$ cat config.mk
export PLATFORM = sky130hd
export DESIGN_NAME = group_reverse_stream_unit
export DESIGN_NICKNAME = d
export VERILOG_FILES = /design/src/rtl/core/grs_pkg.sv /design/src/rtl/core/grs_ctrl.sv /design/src/rtl/core/grs_datapath.sv /design/src/rtl/core/group_reverse_stream_unit.sv
export SDC_FILE = /design/constraint.sdc
export NUM_CORES = 1
export LEC_CHECK = 0
export BUFFER_PORTS_ARGS = -buffer_cell sky130_fd_sc_hd__clkbuf_2
export CELL_PAD_IN_SITES_DETAIL_PLACEMENT = 1
export CELL_PAD_IN_SITES_GLOBAL_PLACEMENT = 1
export CORE_ASPECT_RATIO = 2
export CORE_MARGIN = 2
export CORE_UTILIZATION = 32
export DETAILED_ROUTE_END_ITERATION = 6
export GPL_TIMING_DRIVEN = 0
export PLACE_DENSITY = 0.5
export SETUP_SLACK_MARGIN = 0.5
export SYNTH_ARGS = -nofsm -noshare
export SYNTH_HDL_FRONTEND = slang
export SYNTH_SLANG_ARGS = --single-unit
$ cat constraint.sdc
create_clock -name clk -period 3 [get_ports clk]
set_clock_uncertainty 0.15 [all_clocks]
set_input_delay 0.45 -clock clk [delete_from_list [all_inputs] [get_ports clk]]
set_output_delay 0.45 -clock clk [all_outputs]
set_load 0.01 [all_outputs]
$ cat src/rtl/core/grs_pkg.sv
// shared types and constants for the group reverse stream unit
// no dependencies
package grs_pkg;

	localparam int MAX_GROUP = 16;
	localparam int ADDR_W    = $clog2(MAX_GROUP);
	localparam int CNT_W     = $clog2(MAX_GROUP + 1);
	localparam int DATA_W    = 32;
	localparam int SIZE_W    = 5;
	localparam int CMP_W     = (CNT_W > SIZE_W) ? CNT_W : SIZE_W;
	localparam logic [SIZE_W-1:0] SIZE_RESET = SIZE_W'(2);

	typedef enum logic [1:0] {
		ST_IDLE,
		ST_READ,
		ST_SHOW
	} state_t;

	typedef struct packed {
		logic accept;
		logic load_rd;
		logic step;
	} ctrl_cmd_t;

	typedef struct packed {
		logic go_emit;
		logic final_beat;
	} dp_status_t;

endpackage

$ cat src/rtl/core/grs_ctrl.sv
// controller state machine for the group reverse stream unit
// depends on grs_pkg
module grs_ctrl (
	input  logic                clk,
	input  logic                arst_n,
	input  logic                in_valid,
	output logic                in_ready,
	output logic                out_valid,
	input  logic                out_ready,
	input  grs_pkg::dp_status_t status,
	output grs_pkg::ctrl_cmd_t  cmd
);

	grs_pkg::state_t state_q, state_d;

	always_ff @(posedge clk or negedge arst_n) begin
		if (!arst_n) begin
			state_q <= grs_pkg::ST_IDLE;
		end else begin
			state_q <= state_d;
		end
	end

	always_comb begin
		state_d     = state_q;
		in_ready    = 1'b0;
		out_valid   = 1'b0;
		cmd.accept  = 1'b0;
		cmd.load_rd = 1'b0;
		cmd.step    = 1'b0;
		case (state_q)
			grs_pkg::ST_IDLE: begin
				in_ready = 1'b1;
				if (in_valid) begin
					cmd.accept = 1'b1;
					if (status.go_emit) begin
						state_d = grs_pkg::ST_READ;
					end
				end
			end
			grs_pkg::ST_READ: begin
				cmd.load_rd = 1'b1;
				state_d     = grs_pkg::ST_SHOW;
			end
			grs_pkg::ST_SHOW: begin
				out_valid = 1'b1;
				if (out_ready) begin
					if (status.final_beat) begin
						state_d = grs_pkg::ST_IDLE;
					end else begin
						cmd.step = 1'b1;
						state_d  = grs_pkg::ST_READ;
					end
				end
			end
			default: begin
				state_d = grs_pkg::ST_IDLE;
			end
		endcase
	end

endmodule

$ cat src/rtl/core/grs_datapath.sv
// group buffer, counters and config register of the group reverse stream unit
// depends on grs_pkg
module grs_datapath (
	input  logic                              clk,
	input  logic                              arst_n,
	input  grs_pkg::ctrl_cmd_t                cmd,
	output grs_pkg::dp_status_t               status,
	input  logic                              cfg_we,
	input  logic        [grs_pkg::SIZE_W-1:0] cfg_data,
	input  logic signed [grs_pkg::DATA_W-1:0] value,
	input  logic                              end_of_list,
	output logic signed [grs_pkg::DATA_W-1:0] out_value,
	output logic                              last_of_burst,
	output logic                              list_done
);

	logic [grs_pkg::DATA_W-1:0] mem [grs_pkg::MAX_GROUP];
	logic [grs_pkg::DATA_W-1:0] rd_q;

	logic [grs_pkg::SIZE_W-1:0] size_q;
	logic [grs_pkg::ADDR_W-1:0] fill_q;
	logic [grs_pkg::ADDR_W-1:0] addr_q;
	logic [grs_pkg::ADDR_W-1:0] left_q;
	logic                       rev_q;
	logic                       eol_q;

	logic [grs_pkg::CMP_W-1:0] size_ext;
	logic [grs_pkg::CMP_W-1:0] k_eff;
	logic [grs_pkg::CMP_W-1:0] n_new;
	logic                      group_full;

	// effective group size: pass-through below two, saturate at buffer depth
	always_comb begin
		size_ext = grs_pkg::CMP_W'(size_q);
		if (size_ext < grs_pkg::CMP_W'(2)) begin
			k_eff = grs_pkg::CMP_W'(1);
		end else if (size_ext > grs_pkg::CMP_W'(grs_pkg::MAX_GROUP)) begin
			k_eff = grs_pkg::CMP_W'(grs_pkg::MAX_GROUP);
		end else begin
			k_eff = size_ext;
		end
		n_new      = grs_pkg::CMP_W'(fill_q) + grs_pkg::CMP_W'(1);
		group_full = (n_new >= k_eff);
	end

	assign status.go_emit    = group_full | end_of_list;
	assign status.final_beat = (left_q == '0);

	always_ff @(posedge clk or negedge arst_n) begin
		if (!arst_n) begin
			size_q <= grs_pkg::SIZE_RESET;
			fill_q <= '0;
		end else begin
			if (cfg_we) begin
				size_q <= cfg_data;
			end
			if (cmd.accept) begin
				if (group_full | end_of_list) begin
					fill_q <= '0;
				end else begin
					fill_q <= fill_q + grs_pkg::ADDR_W'(1);
				end
			end
		end
	end

	// burst address and beat count
	always_ff @(posedge clk) begin
		if (cmd.accept) begin
			eol_q  <= end_of_list;
			rev_q  <= group_full;
			left_q <= fill_q;
			addr_q <= group_full ? fill_q : '0;
		end else if (cmd.step) begin
			left_q <= left_q - grs_pkg::ADDR_W'(1);
			addr_q <= rev_q ? (addr_q - grs_pkg::ADDR_W'(1)) : (addr_q + grs_pkg::ADDR_W'(1));
		end
	end

	always_ff @(posedge clk) begin
		if (cmd.accept) begin
			mem[fill_q] <= value;
		end
		if (cmd.load_rd) begin
			rd_q <= mem[addr_q];
		end
	end

	assign out_value     = rd_q;
	assign last_of_burst = status.final_beat;
	assign list_done     = status.final_beat & eol_q;

endmodule

$ cat src/rtl/core/group_reverse_stream_unit.sv
// top level of the group reverse stream unit
// depends on grs_pkg, grs_ctrl and grs_datapath
//
// takes a stream of signed 32-bit list elements and gives them back reversed in
// groups of group_size (0 or 1 means pass-through, values above the 16-entry
// buffer depth saturate to 16); a partial group at end of list comes out in
// arrival order. an input beat that neither completes a group nor ends the list
// is taken and yields nothing. a beat that does close a group of n elements is
// taken and is followed by n result beats, each first read from the buffer
// through its registered read port and then presented and held until the
// output is ready to take it, with the word kept stable. no new input is taken while
// a burst is being delivered. lowering group_size mid-group to at most one more
// than the waiting elements flushes them and the next beat reversed. the buffer
// needs no clearing after reset. group_size is written on its own valid/ready
// channel, always ready, and must only be written while the block is idle.
module group_reverse_stream_unit (
	input  logic                              clk,
	input  logic                              arst_n,
	input  logic                              in_valid,
	output logic                              in_ready,
	input  logic signed [grs_pkg::DATA_W-1:0] value,
	input  logic                              end_of_list,
	output logic                              out_valid,
	input  logic                              out_ready,
	output logic signed [grs_pkg::DATA_W-1:0] out_value,
	output logic                              last_of_burst,
	output logic                              list_done,
	input  logic                              cfg_valid,
	output logic                              cfg_ready,
	input  logic        [grs_pkg::SIZE_W-1:0] group_size
);

	grs_pkg::ctrl_cmd_t  cmd;
	grs_pkg::dp_status_t status;

	// config port never stalls
	assign cfg_ready = 1'b1;

	grs_ctrl u_ctrl (
		.clk       (clk),
		.arst_n    (arst_n),
		.in_valid  (in_valid),
		.in_ready  (in_ready),
		.out_valid (out_valid),
		.out_ready (out_ready),
		.status    (status),
		.cmd       (cmd)
	);

	grs_datapath u_dp (
		.clk           (clk),
		.arst_n        (arst_n),
		.cmd           (cmd),
		.status        (status),
		.cfg_we        (cfg_valid & cfg_ready),
		.cfg_data      (group_size),
		.value         (value),
		.end_of_list   (end_of_list),
		.out_value     (out_value),
		.last_of_burst (last_of_burst),
		.list_done     (list_done)
	);

endmodule

Yosys cells after proc, flatten, opt, wreduce, memory -nomap -nowiden
Memory sizes are Yosys's and may differ from the RTL's. A register that Yosys moved wholly into a read port is not among the register bits.
Index checks and enable logic that the tools add are counted.
- bits in registers: 21
- memory bits (writable): 512
- output and inout bits: 37
- memories kept: 1
- add/subtract/negate cells: 5
- $lt $le $gt $ge: 3
- eq/ne operators: 5
- muxes and demuxes: 24
- bitwise gates (word level): 2
- reductions and logical operators: 4
- memory list (name ; words ; width ; rd ports ; clocked after memory_dff ; wr ports ; line ; RTL):
    u_dp.mem ; 16 ; 32 ; 1 ; 1 ; 1 ; grs_datapath.sv:17 ; logic [grs_pkg::DATA_W-1:0] mem [grs_pkg::MAX_GROUP];
- operators with widths (cell ; count):
    4-bit 2-to-1 mux ; 7
    1-bit 2-to-1 mux ; 11
    5-bit 2-to-1 mux ; 2
    4-bit by 1-bit adder with 4-bit output (second input constant) ; 2
    4-bit by 1-bit subtractor with 4-bit output (second input constant) ; 2
    2-bit 2-to-1 mux ; 3
    2-bit != test (second input constant) ; 3
    2-bit case mux with 3 select lines ; 1
    4-bit by 1-bit adder with 5-bit output (second input constant) ; 1
    5-bit greater-or-equal comparator ; 1
    5-bit > comparator (second input constant) ; 1
    5-bit by 2-bit < comparator with 1-bit output (second input constant) ; 1
    4-bit zero test ; 1
    3-bit AND reduction ; 1
    2-bit by 1-bit == test with 1-bit output (second input constant) ; 1
    2-bit == test (second input constant) ; 1
    2-bit zero test ; 1
    2-bit nonzero test ; 1
    1-bit bitwise AND ; 1
    1-bit OR ; 1

Logic depth before layout (Yosys ltp)
- depth after elaboration: 8
- depth in mapped cells: 8
- depth with buffers taken out: 8

Modules after synthesis
A second synthesis with hierarchy kept.
- cell total of the unflattened synthesis: 960
- area total of the unflattened synthesis: 21438.1 µm²
- by module, submodules not included (module ; times used ; cells an instance ; area an instance (µm²)):
    grs_datapath ; 1 ; 947 ; 21309.2
    grs_ctrl ; 1 ; 11 ; 117.6
    group_reverse_stream_unit ; 1 ; 2 ; 11.3

Least setup slack after synthesis
No wires, ideal clock.
- kind: register -> register
- start: register u_ctrl.state_q[1]
- end: memory u_dp.mem[15][0] (netlist bit) (enable)
- setup time: 0.392 ns
- arrival time: 2.017 ns
- path slack: 0.441 ns
- stages on the path, launching flop included: 6
- path buffers: 1
- path through: dfrtp_1 -> nor2_1 -> nand2_1 -> clkinv_1 -> clkbuf_1 -> and2_1
- RTL lines (element ; line ; RTL):
    start: declaration ; grs_ctrl.sv:14 ; grs_pkg::state_t state_q, state_d;
    start signal: assignment ; grs_ctrl.sv:18 ; state_q <= grs_pkg::ST_IDLE;
    start signal: assignment ; grs_ctrl.sv:20 ; state_q <= state_d;
    end: declaration ; grs_datapath.sv:17 ;

Final worst setup path
- start: register u_ctrl.state_q[1]
- end: memory u_dp.mem[8][19] (netlist bit) (enable)
- longest elaborated chain between the ends: 4
- ends and longest elaborated chain (element ; line ; RTL):
    2-bit zero test ; grs_ctrl.sv:31 ; case (state_q)
    1-bit 2-to-1 mux ; grs_ctrl.sv:31 ;
    1-bit 2-to-1 mux ; grs_datapath.sv:81 ; if (cmd.accept) begin
    1-bit 2-to-1 mux (implied by the code) ; grs_datapath.sv:82 ; mem[fill_q] <= value;
No other way between the ends.

==> impl_metrics.json <==
{
  "max_slew_margin": 0.371,
  "hold_viol": 0,
  "ys_seq_area_frac": 0.789,
  "drc": 0,
  "syn_avg_cell_area_sq_um": 22.5,
  "path_cells": "nor4b_2, and3_2, buf_12",
  "num_rows": 134,
  "synth_fa_ha_area_frac": 0.00794,
  "io_buffers": 78,
  "vias_per_cell": 4.94,
  "synth-xor-area-share": 0.00286,
  "min_path_cells": 2,
  "max-vdd-ir-drop_mv": 0.425,
  "cts_sinks": 565,
  "tightest_slew_ns": 0.944,
  "grt-ovfl-total": 0,
  "die_h_microns": 370,
  "syn_nets": 1010,
  "dieWidth_microns": 187,
  "clockBufferDepth": 3,
  "area_growth_pct": 17.1,
  "cp-start-kind": "flip-flop",
  "grt_first_pass_wirelength_mm": 80.1,
  "core_sq_um": 66600,
  "n_antenna_cell": 0,
  "final_antenna_net_count": 0,
  "sequentialPowerShare": 0.435,
  "dpl.hpwl_mm": 34.8,
  "crit_path_end_kind": "flip-flop",
  "switchingPower_mw": 6.80,
  "critical_path_arrival_ns": 2.72,
  "ys_ff_latch": 565,
  "final_util": 0.377,
  "rrSetupSlack_ns": 0.41,
  "crit_type": "reg2reg",
  "period_share": 0.864,
  "total_power_mw": 22.5,
  "timing.rr.end": "u_dp.mem[8][19]",
  "synth_mux_area_frac": 0.137,
  "fin_crit_ns": 2.59,
  "max_stage_delay_ns": 0.74,
  "total_leakage_power_nw": 8.10,
  "hold_end": "u_dp.size_ext[3]",
  "htreeDepth": 2,
  "hold_class": "in2reg",
  "switching_share": 0.302,
  "grt_antenna_before_repair": 2,
  "worstPathRequired_ns": 3.13,
  "drive_gt1_frac": 0.315,
  "gp_congestion": 0.700,
  "critPathMaxFanout": 18,
  "hold_ws_ns": 0.0696,
  "fmax_mhz": 386,
  "p_comb_frac": 0.277,
  "ys_warn_count": 0,
  "root_buffer": "clkbuf_16",
  "vias": 10100,
  "syn_inst": 954,
  "cts_made_buffers": 51,
  "p_per_area_nw_per_um2": 897,
  "synth_area_sq_um": 21400,
  "worst_slack_ns": 0.409,
  "fill_cells": 6404,
  "hp-start": "cfg_valid",
  "rsz0062_at_grt": "yes",
  "slew_violations": 0,
  "r2r_start": "u_ctrl.state_q[1]",
  "tritoncts": "done",
  "synthSimpleGateAreaFrac": 0.0199,
  "internal_power_mw": 15.7,
  "clkTransAtPathRegs_ns": 0.06,
  "routedWlPerCell_microns": 27.1,
  "worstRegToRegCells": 3,
  "grt_start_max_net_pins": 26,
  "cap_violations": 0,
  "synth_top_family_by_area": "multiplexers",
  "start_util": 0.322,
  "setup_viol": 0,
  "preCtsSetupSlack_ns": -0.157,
  "status": "finished clean",
  "fp.dieArea_sq_um": 69200,
  "dr.pass1.iters": 5,
  "clock_latency_ns": 0.58,
  "first_iter_violations": 602,
  "final_nets": 1173,
  "drt_wl_total_mm": 55.2,
  "synth_cell_types": 39,
  "top_level_ports": 80,
  "clock_power_share": 0.288,
  "grt.total_usage": 0.162,
  "grt_pass1_vias": 11500,
  "cpMaxStageDelayCell": "and3_2",
  "synth-compound-area-share": 0.0297
}
## worst max-delay path: cells and delay by family, from the launching register on
family | cells | cell delay [ns]
flops | 1 | 0.44
simple gates | 2 | 1.38
buf+inv | 1 | 0.27
## stage by stage
stage | std cells | area, sq um | setup TNS (ns)
6_report | 2038 | 25100 | 0
3_3_place_gp | 1916 | 22900 | -337.46
2_1_floorplan | 954 | 21400 | 0
4_1_cts | 2034 | 25000 | 0
5_1_grt | 2038 | 25100 | 0
3_5_place_dp | 1932 | 23300 | -4.75
## cell families after synthesis
| logic type | count (synthesis) |
|---|---|
| flops | 565 |
| mux | 132 |
| compound gates | 88 |
| simple gates | 88 |
| buf+inv | 60 |
| fa+ha+maj | 13 |
| xor+xnor | 7 |
| other cells | 1 |
## layer usage
layer | track usage | vias up | share of wire
met4 | 0.0499 | 4 | 0.026
met1 | 0.180 | 5488 | 0.37
met2 | 0.317 | 186 | 0.57
met3 | 0.0207 | 82 | 0.031
met5 | 0 | - | 0.00045
li1 | - | 4317 | -
## worst max-delay path by stage
stage / endpoint / cells after the start / from / slack (ns)
after floorplan: u_dp.out_value[0] / 1 / u_ctrl.state_q[1] / 0.54
after global placement: u_dp.out_value[14] / 1 / u_ctrl.state_q[1] / -1.88
after detailed placement: u_dp.mem[15][14] / 5 / u_ctrl.state_q[1] / -0.16
after CTS: u_dp.mem[10][20] / 3 / u_ctrl.state_q[1] / 0.39
after global routing: u_dp.mem[11][20] / 3 / u_ctrl.state_q[1] / 0.32
final: u_dp.mem[8][19] / 3 / u_ctrl.state_q[1] / 0.41
## synth_stat cells
library cell / instances / area (sq um)
and4_1: 3 / 26.3
a2111oi_0: 1 / 8.76
and2_1: 11 / 68.8
nor4b_2: 1 / 15.0
a211oi_1: 2 / 15.0
a221o_1: 1 / 10.0
o22ai_1: 3 / 18.8
buf_4: 3 / 22.5
mux4_2: 128 / 2880
nand3b_1: 1 / 7.51
nand2_1: 45 / 169
nor2_1: 10 / 37.5
buf_6: 7 / 78.8
fa_1: 1 / 20.0
inv_1: 10 / 37.5
buf_2: 8 / 40.0
nand3_1: 1 / 5.00
xnor2_1: 5 / 43.8
nor3b_1: 1 / 7.51
clkbuf_1: 29 / 109
a21oi_1: 6 / 30.0
a31o_2: 2 / 17.5
nor2b_1: 7 / 43.8
nor3_1: 3 / 15.0
ha_1: 12 / 150
and3_1: 5 / 31.3
a22oi_1: 64 / 480
conb_1: 1 / 3.75
a21o_1: 3 / 22.5
mux2_2: 4 / 45.0
a31oi_1: 1 / 6.26
dfstp_2: 1 / 26.3
o21ai_0: 4 / 20.0
buf_1: 2 / 7.51
o21a_1: 1 / 7.51
edfxtp_1: 554 / 16600
xor2_1: 2 / 17.5
dfrtp_1: 10 / 250
clkinv_1: 1 / 3.75
## state kept, by name, indices dropped and copies added, names as in the netlist
signal	count
u_dp.eol_q	1
u_dp.left_q	4
u_dp.rev_q	1
u_dp.addr_q	4
u_dp.fill_q	4
u_dp.mem	512
u_ctrl.state_q	2
u_dp.size_ext	5
u_dp.out_value	32
## power by group through the flow
stage	registers [mW]	logic [mW]	clock network, mW
final	9.80	6.24	6.48
after global routing	9.86	6.81	6.91
after CTS	9.80	6.43	6.66
after detailed placement	9.96	6.36	0
after global placement	9.98	6.17	0
after floorplan	10.0	3.81	0
## layout make-up
type | count | area [sq um] | area share
Clock inverter | 26 | 226 | 0.00902
Inverter | 11 | 41.3 | 0.00164
Clock buffer | 64 | 1370 | 0.0545
Buffer | 49 | 279 | 0.0111
Tap cell | 884 | 1110 | 0.0441
Timing Repair Buffer | 109 | 846 | 0.0337
Sequential cell | 565 | 16900 | 0.674
Multi-Input combinational cell | 330 | 4320 | 0.172
## repair_timing
| action | CTS | global route |
|---|---|---|
| cloned | 1 | 0 |
| setup endpoints to repair | 149 | 250 |
| hold endpoints to repair | 18 | 0 |
| pin swaps | 2 | 2 |
| setup buffers | 2 | 4 |
| hold buffers | 9 | 0 |
| gates resized for setup | 28 | 14 |
## cells in the final DEF, fill, tap and decap left out, types with 7 or more instances in the layout
cell type	n
buf_12	16
clkinv_2	8
ha_1	11
clkbuf_2	91
mux4_2	128
edfxtp_1	554
clkbuf_16	53
buf_2	9
dfrtp_1	8
dlygate4sd3_1	9
nor2_1	10
buf_6	7
clkbuf_1	27
clkinv_1	12
nand2_1	45
buf_4	9
inv_1	10
a22oi_1	64
Note: power is estimated with default switching activity, not from simulation.
